[config.mk]
export PLATFORM = sky130hd
export DESIGN_NAME = framebuffer_page_entry_builder_flat
export DESIGN_NICKNAME = d
export VERILOG_FILES = /design/src/rtl/fpeb_pkg.sv /design/src/rtl/fpeb_query_if.sv /design/src/rtl/fpeb_result_if.sv /design/src/rtl/fpeb_geom.sv /design/src/rtl/fpeb_entry.sv /design/src/rtl/framebuffer_page_entry_builder.sv /design/src/flat_wrapper.sv
export VERILOG_INCLUDE_DIRS = /design/src /design/src/rtl
export SDC_FILE = /design/constraint.sdc
export NUM_CORES = 2
export LEC_CHECK = 0
export ABC_AREA = 1
export BUFFER_PORTS_ARGS = -buffer_cell sky130_fd_sc_hd__buf_4
export CAP_MARGIN = 5
export CELL_PAD_IN_SITES_DETAIL_PLACEMENT = 1
export CELL_PAD_IN_SITES_GLOBAL_PLACEMENT = 1
export CORE_ASPECT_RATIO = 1.2
export CORE_UTILIZATION = 47
export CTS_CLUSTER_SIZE = 20
export DETAILED_ROUTE_END_ITERATION = 8
export HOLD_SLACK_MARGIN = 0.03
export PLACE_DENSITY = 0.86
export SLEW_MARGIN = 10
export SYNTH_ARGS = -nofsm -noshare
export SYNTH_HDL_FRONTEND = slang
export SYNTH_HIERARCHICAL = 1
export SYNTH_SLANG_ARGS = --single-unit
[constraint.sdc]
create_clock -name clk -period 6.5 [get_ports clk]
set_input_delay 1.3 -clock clk [delete_from_list [all_inputs] [get_ports clk]]
set_output_delay 1.3 -clock clk [all_outputs]
set_load 0.1 [all_outputs]
[src/rtl/framebuffer_page_entry_builder_macros.svh]
// Assertion macros used by the top RTL file of the page-entry builder.
`ifndef FRAMEBUFFER_PAGE_ENTRY_BUILDER_MACROS_SVH
`define FRAMEBUFFER_PAGE_ENTRY_BUILDER_MACROS_SVH

// The consequent must hold in the same cycle as the antecedent.
`define FPEB_ASSERT_NOW(lbl, ante, cons) \
	lbl: assert property (@(posedge clk) disable iff (!arst_n) (ante) |-> (cons)) \
		else $error("fpeb assertion failed");

// The consequent must hold in the cycle after the antecedent.
`define FPEB_ASSERT_NEXT(lbl, ante, cons) \
	lbl: assert property (@(posedge clk) disable iff (!arst_n) (ante) |=> (cons)) \
		else $error("fpeb assertion failed");

`endif

[src/rtl/fpeb_pkg.sv]
package fpeb_pkg;

	localparam int unsigned DirectoryDepth = 512;

	localparam logic [63:0] LeafFlags  = 64'h8000_0000_0000_0113;
	localparam logic [63:0] LargeBit   = 64'h0000_0000_0000_0080;
	localparam logic [63:0] TableFlags = 64'h0000_0000_0000_0003;
	localparam logic [63:0] TopLimit   = 64'hFFFF_FFFF_FFFF_F000;
	localparam logic [43:0] DepthCount = 44'(DirectoryDepth);

	localparam int unsigned SettleW = 3;
	localparam logic [SettleW-1:0] SettleCycles = 3'd4;

	typedef enum logic [2:0] {
		RegRangeBase     = 3'd0,
		RegRangeSize     = 3'd1,
		RegPhysicalLimit = 3'd2,
		RegEdge0Address  = 3'd3,
		RegEdge1Address  = 3'd4,
		RegDirCapacity   = 3'd5
	} cfg_reg_t;

	typedef struct packed {
		logic        kind;
		logic [8:0]  directory_index;
		logic        edge_select;
		logic [8:0]  slot_index;
	} query_t;

	typedef struct packed {
		logic        accepted;
		logic [9:0]  chunk_count;
		logic        entry_written;
		logic [63:0] entry_value;
	} result_t;

	typedef struct packed {
		logic [63:0] range_base;
		logic [63:0] range_size;
		logic [63:0] physical_limit;
		logic [63:0] edge0_address;
		logic [63:0] edge1_address;
		logic [9:0]  directory_capacity;
	} cfg_t;

	typedef struct packed {
		logic        accept;
		logic [9:0]  cnt;
		logic [9:0]  cnt_m1;
		logic        head_part;
		logic        tail_part;
		logic        p0;
		logic        pl;
		logic [42:0] aligned_hi;
		logic [42:0] last_hi;
		logic [51:0] first_pg;
		logic [51:0] end_pg;
		logic [63:0] edge0;
		logic [63:0] edge1;
	} geom_t;

endpackage

[src/rtl/fpeb_query_if.sv]
interface fpeb_query_if;
	logic             valid;
	logic             ready;
	fpeb_pkg::query_t payload;

	modport source(output valid, output payload, input ready);
	modport sink(input valid, input payload, output ready);
endinterface

[src/rtl/fpeb_result_if.sv]
interface fpeb_result_if;
	logic              valid;
	logic              ready;
	fpeb_pkg::result_t payload;

	modport source(output valid, output payload, input ready);
	modport sink(input valid, input payload, output ready);
endinterface

[src/rtl/fpeb_geom.sv]
module fpeb_geom (
	input  logic            clk,
	input  fpeb_pkg::cfg_t  cfg,
	output fpeb_pkg::geom_t geom
);

	logic [64:0] sum_s1;
	logic        size_zero_s1;
	logic        base_over_s1;
	logic [63:0] lim_gap_s1;
	logic [63:0] size_m1_s1;
	logic        edges_ok_s1;

	logic        rng_ok_s2;
	logic        edges_ok_s2;
	logic [51:0] end_pg_s2;
	logic [43:0] ceil_hi_s2;

	logic        ok_s3;
	logic [43:0] count_s3;
	logic [43:0] last_hi_s3;
	logic        ep_s3;
	logic [51:0] end_pg_s3;

	logic        accept_s4;
	logic [9:0]  cnt_s4;
	logic [9:0]  cnt_m1_s4;
	logic        head_s4;
	logic        ep_s4;
	logic        p0_s4;
	logic        pl_s4;
	logic [42:0] last_hi_s4;
	logic [51:0] end_pg_s4;

	logic        head_part;

	assign head_part = cfg.range_base[20:12] != 9'd0;

	always_ff @(posedge clk) begin
		sum_s1       <= {1'b0, cfg.range_base} + {1'b0, cfg.range_size};
		size_zero_s1 <= cfg.range_size == 64'd0;
		base_over_s1 <= cfg.range_base > cfg.physical_limit;
		lim_gap_s1   <= cfg.physical_limit - cfg.range_base;
		size_m1_s1   <= cfg.range_size - 64'd1;
		edges_ok_s1  <= (cfg.edge0_address[11:0] == 12'd0)
			&& ((cfg.edge0_address | 64'hFFF) <= cfg.physical_limit)
			&& (cfg.edge1_address[11:0] == 12'd0)
			&& ((cfg.edge1_address | 64'hFFF) <= cfg.physical_limit);
	end

	always_ff @(posedge clk) begin
		rng_ok_s2   <= !size_zero_s1 && !base_over_s1 && !(size_m1_s1 > lim_gap_s1)
			&& !sum_s1[64] && !(sum_s1[63:0] > fpeb_pkg::TopLimit);
		edges_ok_s2 <= edges_ok_s1;
		end_pg_s2   <= sum_s1[63:12] + {51'd0, sum_s1[11:0] != 12'd0};
		ceil_hi_s2  <= {1'b0, sum_s1[63:21]} + {43'd0, sum_s1[20:0] != 21'd0};
	end

	always_ff @(posedge clk) begin
		ok_s3      <= rng_ok_s2 && edges_ok_s2;
		count_s3   <= ceil_hi_s2 - {1'b0, cfg.range_base[63:21]};
		last_hi_s3 <= ceil_hi_s2 - 44'd1;
		ep_s3      <= end_pg_s2[8:0] != 9'd0;
		end_pg_s3  <= end_pg_s2;
	end

	always_ff @(posedge clk) begin
		accept_s4  <= ok_s3 && (count_s3 != 44'd0)
			&& (count_s3 <= {34'd0, cfg.directory_capacity})
			&& (count_s3 <= fpeb_pkg::DepthCount);
		cnt_s4     <= count_s3[9:0];
		cnt_m1_s4  <= count_s3[9:0] - 10'd1;
		head_s4    <= head_part;
		ep_s4      <= ep_s3;
		p0_s4      <= head_part || ((count_s3 == 44'd1) && ep_s3);
		pl_s4      <= (count_s3 >= 44'd2) && ep_s3;
		last_hi_s4 <= last_hi_s3[42:0];
		end_pg_s4  <= end_pg_s3;
	end

	always_comb begin
		geom            = '0;
		geom.accept     = accept_s4;
		geom.cnt        = cnt_s4;
		geom.cnt_m1     = cnt_m1_s4;
		geom.head_part  = head_s4;
		geom.tail_part  = ep_s4;
		geom.p0         = p0_s4;
		geom.pl         = pl_s4;
		geom.aligned_hi = cfg.range_base[63:21];
		geom.last_hi    = last_hi_s4;
		geom.first_pg   = cfg.range_base[63:12];
		geom.end_pg     = end_pg_s4;
		geom.edge0      = cfg.edge0_address;
		geom.edge1      = cfg.edge1_address;
	end

endmodule

[src/rtl/fpeb_entry.sv]
module fpeb_entry (
	input  fpeb_pkg::query_t  query,
	input  fpeb_pkg::geom_t   geom,
	output fpeb_pkg::result_t result
);

	logic [42:0] chunk_hi;
	logic        full_chunk;
	logic        has_edge;
	logic [42:0] echunk_hi;
	logic [51:0] page_pg;

	assign chunk_hi   = geom.aligned_hi + {34'd0, query.directory_index};
	assign full_chunk = !((query.directory_index == 9'd0) && geom.head_part)
		&& !(({1'b0, query.directory_index} == geom.cnt_m1) && geom.tail_part);

	always_comb begin
		has_edge  = 1'b0;
		echunk_hi = geom.aligned_hi;
		if (!query.edge_select) begin
			if (geom.p0) begin
				has_edge = 1'b1;
			end else if (geom.pl) begin
				has_edge  = 1'b1;
				echunk_hi = geom.last_hi;
			end
		end else if (geom.p0 && geom.pl) begin
			has_edge  = 1'b1;
			echunk_hi = geom.last_hi;
		end
	end

	assign page_pg = {echunk_hi, query.slot_index};

	always_comb begin
		result = '0;
		if (geom.accept) begin
			result.accepted    = 1'b1;
			result.chunk_count = geom.cnt;
			if (!query.kind) begin
				if ({1'b0, query.directory_index} < geom.cnt) begin
					result.entry_written = 1'b1;
					if (full_chunk) begin
						result.entry_value = {chunk_hi, 21'd0} | fpeb_pkg::LeafFlags
							| fpeb_pkg::LargeBit;
					end else if ((query.directory_index != 9'd0) && geom.p0) begin
						result.entry_value = geom.edge1 | fpeb_pkg::TableFlags;
					end else begin
						result.entry_value = geom.edge0 | fpeb_pkg::TableFlags;
					end
				end
			end else if (has_edge && (page_pg >= geom.first_pg) && (page_pg < geom.end_pg)) begin
				result.entry_written = 1'b1;
				result.entry_value   = {page_pg, 12'd0} | fpeb_pkg::LeafFlags;
			end
		end
	end

endmodule

[src/rtl/framebuffer_page_entry_builder.sv]
// Channel   Role    Transaction
// query     sink    one page-table query: kind, directory index, edge select, slot
// result    source  one answer: accepted, chunk count, entry written, entry value
// cfg_*     write   one register write per cycle with cfg_write high
//
// Each accepted query passes through the input register and then the result register, and
// one query is taken every cycle unless the result stalls or the geometry is settling.
// The range geometry is worked out over four pipeline stages after every register write
// and after reset, and queries are held off until the settle counter has run down.
// A stalled result holds the result register, and a query still enters while the input
// register is empty or drains into it.
`include "framebuffer_page_entry_builder_macros.svh"

module framebuffer_page_entry_builder (
	input  logic        clk,
	input  logic        arst_n,
	input  logic        cfg_write,
	input  logic [2:0]  cfg_index,
	input  logic [63:0] cfg_data,
	fpeb_query_if.sink  query,
	fpeb_result_if.source result
);

	fpeb_pkg::cfg_t                   cfg_q;
	logic [fpeb_pkg::SettleW-1:0]     settle_q;
	fpeb_pkg::geom_t                  geom;

	logic                             valid_s1;
	fpeb_pkg::query_t                 query_s1;
	logic                             valid_s2;
	fpeb_pkg::result_t                result_s2;
	fpeb_pkg::result_t                result_calc;

	logic                             out_free;
	logic                             in_take;

	always_ff @(posedge clk or negedge arst_n) begin
		if (!arst_n) begin
			cfg_q <= '0;
		end else if (cfg_write) begin
			case (cfg_index)
				fpeb_pkg::RegRangeBase:     cfg_q.range_base         <= cfg_data;
				fpeb_pkg::RegRangeSize:     cfg_q.range_size         <= cfg_data;
				fpeb_pkg::RegPhysicalLimit: cfg_q.physical_limit     <= cfg_data;
				fpeb_pkg::RegEdge0Address:  cfg_q.edge0_address      <= cfg_data;
				fpeb_pkg::RegEdge1Address:  cfg_q.edge1_address      <= cfg_data;
				fpeb_pkg::RegDirCapacity:   cfg_q.directory_capacity <= cfg_data[9:0];
				default: ;
			endcase
		end
	end

	always_ff @(posedge clk or negedge arst_n) begin
		if (!arst_n) begin
			settle_q <= fpeb_pkg::SettleCycles;
		end else if (cfg_write) begin
			settle_q <= fpeb_pkg::SettleCycles;
		end else if (settle_q != '0) begin
			settle_q <= settle_q - 1'b1;
		end
	end

	fpeb_geom u_geom (
		.clk  (clk),
		.cfg  (cfg_q),
		.geom (geom)
	);

	assign out_free    = !valid_s2 || result.ready;
	assign query.ready = (settle_q == '0) && (!valid_s1 || out_free);
	assign in_take     = query.valid && query.ready;

	always_ff @(posedge clk or negedge arst_n) begin
		if (!arst_n) begin
			valid_s1 <= 1'b0;
		end else if (in_take) begin
			valid_s1 <= 1'b1;
		end else if (out_free) begin
			valid_s1 <= 1'b0;
		end
	end

	always_ff @(posedge clk) begin
		if (in_take) begin
			query_s1 <= query.payload;
		end
	end

	fpeb_entry u_entry (
		.query  (query_s1),
		.geom   (geom),
		.result (result_calc)
	);

	always_ff @(posedge clk or negedge arst_n) begin
		if (!arst_n) begin
			valid_s2 <= 1'b0;
		end else if (out_free) begin
			valid_s2 <= valid_s1;
		end
	end

	always_ff @(posedge clk) begin
		if (out_free && valid_s1) begin
			result_s2 <= result_calc;
		end
	end

	assign result.valid   = valid_s2;
	assign result.payload = result_s2;

	`FPEB_ASSERT_NOW(a_settle_blocks, settle_q != '0, !query.ready)
	`FPEB_ASSERT_NEXT(a_write_restarts, cfg_write, settle_q == fpeb_pkg::SettleCycles)
	`FPEB_ASSERT_NEXT(a_s1_holds, valid_s1 && !out_free, valid_s1 && $stable(query_s1))
	`FPEB_ASSERT_NOW(a_written_needs_ok, valid_s2 && result_s2.entry_written, result_s2.accepted)

endmodule
[src/flat_wrapper.sv]
// flat-port wrapper written by rule: the top's interface ports become plain ports
module framebuffer_page_entry_builder_flat 
  (clk, arst_n, cfg_write, cfg_index, cfg_data, query_valid, query_payload, query_ready, result_valid, result_payload, result_ready);
  fpeb_query_if query_i ();
  fpeb_result_if result_i ();
  input  logic clk;
  input  logic arst_n;
  input  logic cfg_write;
  input  logic [2:0] cfg_index;
  input  logic [63:0] cfg_data;
  input wire logic [$bits(query_i.valid)-1:0] query_valid;
  input wire logic [$bits(query_i.payload)-1:0] query_payload;
  output wire logic [$bits(query_i.ready)-1:0] query_ready;
  output wire logic [$bits(result_i.valid)-1:0] result_valid;
  output wire logic [$bits(result_i.payload)-1:0] result_payload;
  input wire logic [$bits(result_i.ready)-1:0] result_ready;
  assign query_i.valid = query_valid;
  assign query_i.payload = query_payload;
  assign query_ready = query_i.ready;
  assign result_valid = result_i.valid;
  assign result_payload = result_i.payload;
  assign result_i.ready = result_ready;
  framebuffer_page_entry_builder u_core (.clk(clk), .arst_n(arst_n), .cfg_write(cfg_write), .cfg_index(cfg_index), .cfg_data(cfg_data), .query(query_i), .result(result_i));
endmodule
After elaboration in Yosys (flattened, before gate mapping):

Index checks and enable logic that the tools add are counted.

* output and inout port bits: 78
* bits of input ports: 92
* latch bits: 0
* memories kept: 0
* flip-flop bits (word level): 986
* memory bits (writable): 0
* word-level logic and storage cells: 143
* ROM bits: 0

* shift-type cells: 0
* mux-type cells: 18
* divide/modulo/power cells: 0
* order comparisons: 11
* reductions and logical operators: 56
* $add $sub $neg: 10
* eq/ne operators: 7
* multiply operators: 0
* bitwise gates (word level): 0

Operator list (number)
* $mux W65: 3
* $mux W43: 4
* $gt A64 B64 Y1: 2
* $le A64 B64 Y1: 2
* $mux W64: 2
* $mux W76: 1
* $add A64 B64 Y65: 1
* $gt A64 B64 Y1 const B: 1
* $logic_not A64 Y1: 1
* $sub A64 B1 Y64 const B: 1
* $sub A64 B64 Y64: 1
* $add A52 B1 Y52: 1
* $ge A52 B52 Y1: 1
* $lt A52 B52 Y1: 1
* $add A43 B1 Y44: 1
* $eq A44 B1 Y1 const B: 1
* $ge A44 B2 Y1 const B: 1
* $le A44 B10 Y1: 1
* $le A44 B10 Y1 const B: 1
* $reduce_bool A44 Y1: 1
* $sub A44 B43 Y44: 1
* $sub A43 B1 Y43 const B: 1
* $add A42 B9 Y42: 1
* $reduce_bool A9 Y1: 3
* 20 further kinds: 68

Logic depth before layout (Yosys ltp):

* depth after elaboration: 9
* gate-level depth with buffers: 26

Modules after synthesis:

The synthesis kept the hierarchy.

Modules (own cells, without submodules)
* fpeb_geom: seq. area each 11110.7 µm², cells each 5212, instances 1, area an instance 36212.2 µm²
* framebuffer_page_entry_builder: seq. area each 11267.1 µm², cells each 1484, instances 1, area an instance 15827.7 µm²
* fpeb_entry: seq. area each 0.0 µm², cells each 1472, instances 1, area an instance 7777.5 µm²

Worst setup path before layout:

Ideal clock, no wire load.

* kind: input port to flip-flop
* start point: input result_ready
* end point: register u_core.result_s2, in the netlist u_core/result.payload[0], enable pin
* required time: 5.965 ns
* library setup time: 0.535 ns
* data arrival time: 5.024 ns
* setup slack: 0.942 ns
* path buffers: 0
* cell stages on the path: 2
* path through: inv_1 a21oi_1

* word-level cells in the longest chain between the ends: 2

RTL lines
* start: declaration: line flat_wrapper.sv:16 `input wire logic [$bits(result_i.ready)-1:0] result_ready;`
* $logic_or A1 B1 Y1: line framebuffer_page_entry_builder.sv:69 `assign out_free = !valid_s2 || result.ready;`
* $logic_and A1 B1 Y1: line framebuffer_page_entry_builder.sv:104 `if (out_free && valid_s1) begin`
* end signal: assignment: line framebuffer_page_entry_builder.sv:105 `result_s2 <= result_calc;`
* end: declaration: line framebuffer_page_entry_builder.sv:31 `fpeb_pkg::result_t result_s2;`

Every way passes these cells.
A chain may end at the register's enable or synchronous reset.

Worst setup path in the final report:

* start point: register u_core/query_s1[9] in the netlist's numbering
* end point: register u_core.result_s2, in the netlist u_core/result.payload[0], data pin

* word-level cells in the longest chain between the ends: 6
* elaborated cells on any way between the ends: 8
* classes of those cells: order compare: 2; mux: 4; reduce/logical: 2

RTL lines
* start: declaration: line framebuffer_page_entry_builder.sv:29 `fpeb_pkg::query_t query_s1;`
* start signal: assignment: line framebuffer_page_entry_builder.sv:85 `query_s1 <= query.payload;`
* $mux W43: line fpeb_entry.sv:20 `if (!query.edge_select) begin`
* $ge A52 B52 Y1: line fpeb_entry.sv:52 `end else if (has_edge && (page_pg >= geom.first_pg) && (page_pg < geom.end_pg)) begin`
* $logic_and A1 B1 Y1: line fpeb_entry.sv:52
* $logic_and A1 B1 Y1 *: line fpeb_entry.sv:52
* $mux W65 *: line fpeb_entry.sv:52
* $mux W65 *: line fpeb_entry.sv:40 `if (!query.kind) begin`

Every way passes the cells marked *; elsewhere a longest branch is shown, timed or not.

==> results.yml <==
run_status:
  outcome: "finished with violations"
  violations: "max-capacitance violations"
hold_path:
  hp-class: "reg2reg"
synthesis:
  ys_warn_count: 6
  syn_area_um2: 59800
  synth_fp_nets: 8739
  syn_avg_cell_area_um2: 7.32
  synthCells: 8164
timing:
  slew_headroom_pct: 1.01
  setup_viol: 0
  holdWs_ns: 0.327
  finClkSkew_ns: 0.0638
  slew_viol_final: 0
  worstMarginPinSlew_ns: 1.47
  min_period_ns: 4.72
  fin_tns_setup_ns: 0
  period_share_pct: 72.6
  fmaxAchievable_mhz: 212
  rsz0062_at_grt: "no"
  hold_viol_final: 0
die:
  io_pins: 170
  rows: 143
  start_util_pct: 47.3
  die_h_um: 393
  die_area_um2: 129000
  die_x_um: 328
  core_um2: 126000
global_routing:
  antenna_found_initial: 27
  grt_max_degree: 136
  grt.overflow.total: 0
  grt.total_usage_pct: 43.0
  grt_pass1_wl_um: 399000
  first_global_vias: 59600
placement:
  dp_hpwl_um: 227000
  place.gp.congestion: 1.07
  io_buffer_count: 169
routing:
  drt_wl_total_um: 281000
  drtIter0Drc: 5106
  drc: 0
  viasPerCell: 5.83
  vias: 57700
  dr.pass1.iters: 7
  routedWlPerCell_um: 28.4
  ant_nets: 0
pwr:
  p_leak_nw: 32.5
  power.density_nw_per_um2: 472
  power_w: 0.0307
  ir_drop_v: 0.000349
worst_setup_path:
  crit_arrival_ns: 5.20
  path_max_fanout: 57
  path_class: "reg2reg"
  worstPathRequired_ns: 6.98
  end_kind: "register"
  crit_path_start_kind: "register"
final_layout:
  layout_common_cells: "nand2_1, inv_1, nor2_1"
  drive_gt1_share_pct: 6.71
  syn2layout_area_growth_pct: 8.79
  fin_nets: 8693
  mostFrequentLayoutCell: "nand2_1"
  fill_cells: 16100
clocking:
  clockBufferDepth: 3
  post_cts_resized: 0
  cts_root_buf: "clkbuf_16"
  clk-insertion-delay-late_ns: 0.78
  cts_buffers: 106
  post_cts_buffers: 0
  clk_pin_slew_ns: 0.07
  clock_sinks: 986
  htree_levels: 3
  cts_hold_buf: 0
  tritoncts: "done"
flow_run:
  maxCapViolCount: 1
==> worst max-delay path, stage by stage, from the launching register on <==
cell	delay, ns
edfxtp_1	0.42
o21ai_2	0.17
o21ai_4	0.09
buf_4	0.60
mux2_2	0.44
ha_1	0.30
nand2_1	0.10
nor2_1	0.05
nand2_1	0.24
nor2_1	0.10
nand2_1	0.08
nand3_1	0.24
nand2_1	0.16
nand3_2	0.51
nand3_2	0.30
nand2_1	0.12
nand2_1	0.09
buf_4	0.29
inv_1	0.12
==> state kept, by name (all words and copies together), names as in the netlist, 3 cells and up <==
signal / flops
u_core/u_geom/count_s3: 44
u_core/u_geom/last_hi_s4: 43
u_core/u_geom/cnt_m1_s4: 10
u_core/u_geom/end_pg_s4: 52
u_core/settle_q: 3
u_core/u_geom/end_pg_s2: 52
u_core/u_geom/ceil_hi_s2: 44
u_core/query_s1: 20
u_core/result.payload: 76
u_core/u_geom/sum_s1: 65
u_core/u_geom/end_pg_s3: 52
u_core/cfg_q: 330
u_core/u_geom/lim_gap_s1: 64
u_core/u_geom/last_hi_s3: 43
u_core/u_geom/size_m1_s1: 64
u_core/u_geom/cnt_s4: 10
==> worst paths after layout <==
check | from | end | cells after the start | slack (ns)
max in group asynchronous | arst_n | u_core/cfg_q[304] | 2 | 4.59
min reg2reg | u_core/u_geom/last_hi_s3[22] | u_core/u_geom/last_hi_s4[22] | 0 | 0.33
max reg2reg | u_core/query_s1[9] | u_core/result.payload[0] | 18 | 1.78
min in group asynchronous | arst_n | u_core/cfg_q[148] | 1 | 0.47
max | u_core/query_s1[9] | u_core/result.payload[0] | 18 | 1.78
min | u_core/u_geom/last_hi_s3[22] | u_core/u_geom/last_hi_s4[22] | 0 | 0.33
==> area by class of cell <==
cell class,instances,area [µm²],area share [%]
inverter,1093,4110,6.31
clock inverter,67,895,1.38
clock buffer,133,2930,4.50
multi-input combinational,5708,30900,47.5
tap,1667,2090,3.21
antenna,17,42.5,0.0654
timing repair buffer,223,1690,2.60
sequential,986,22400,34.4
==> per-layer routing <==
layer | up-vias | part of all wire, % | GRT usage (%)
met3 | 776 | 7.3 | 6.97
met4 | 20 | 8.2 | 31.4
met5 | - | 0.051 | 0
li1 | 25900 | - | -
met2 | 2590 | 46 | 70.3
met1 | 28400 | 38 | 50.9
==> through the flow <==
step	setup WS (ns)	utilization [%]	std cells	area [µm²]
after floorplan	0.942	-	8164	59800
after global placement	1.92	48.4	9677	61200
after detailed placement	1.86	48.4	9677	61200
after CTS	1.83	51.5	9877	65000
after global routing	1.60	51.5	9887	65000
final	1.78	51.5	9894	65000
==> report_power, final <==
| part | internal [W] | switching [W] |
|---|---|---|
| registers | 0.00838 | 0.00227 |
| clock network | 0.00385 | 0.00287 |
| logic | 0.00396 | 0.00933 |
| total | 0.0162 | 0.0145 |
No activity file was read; power rests on OpenSTA's default activity.
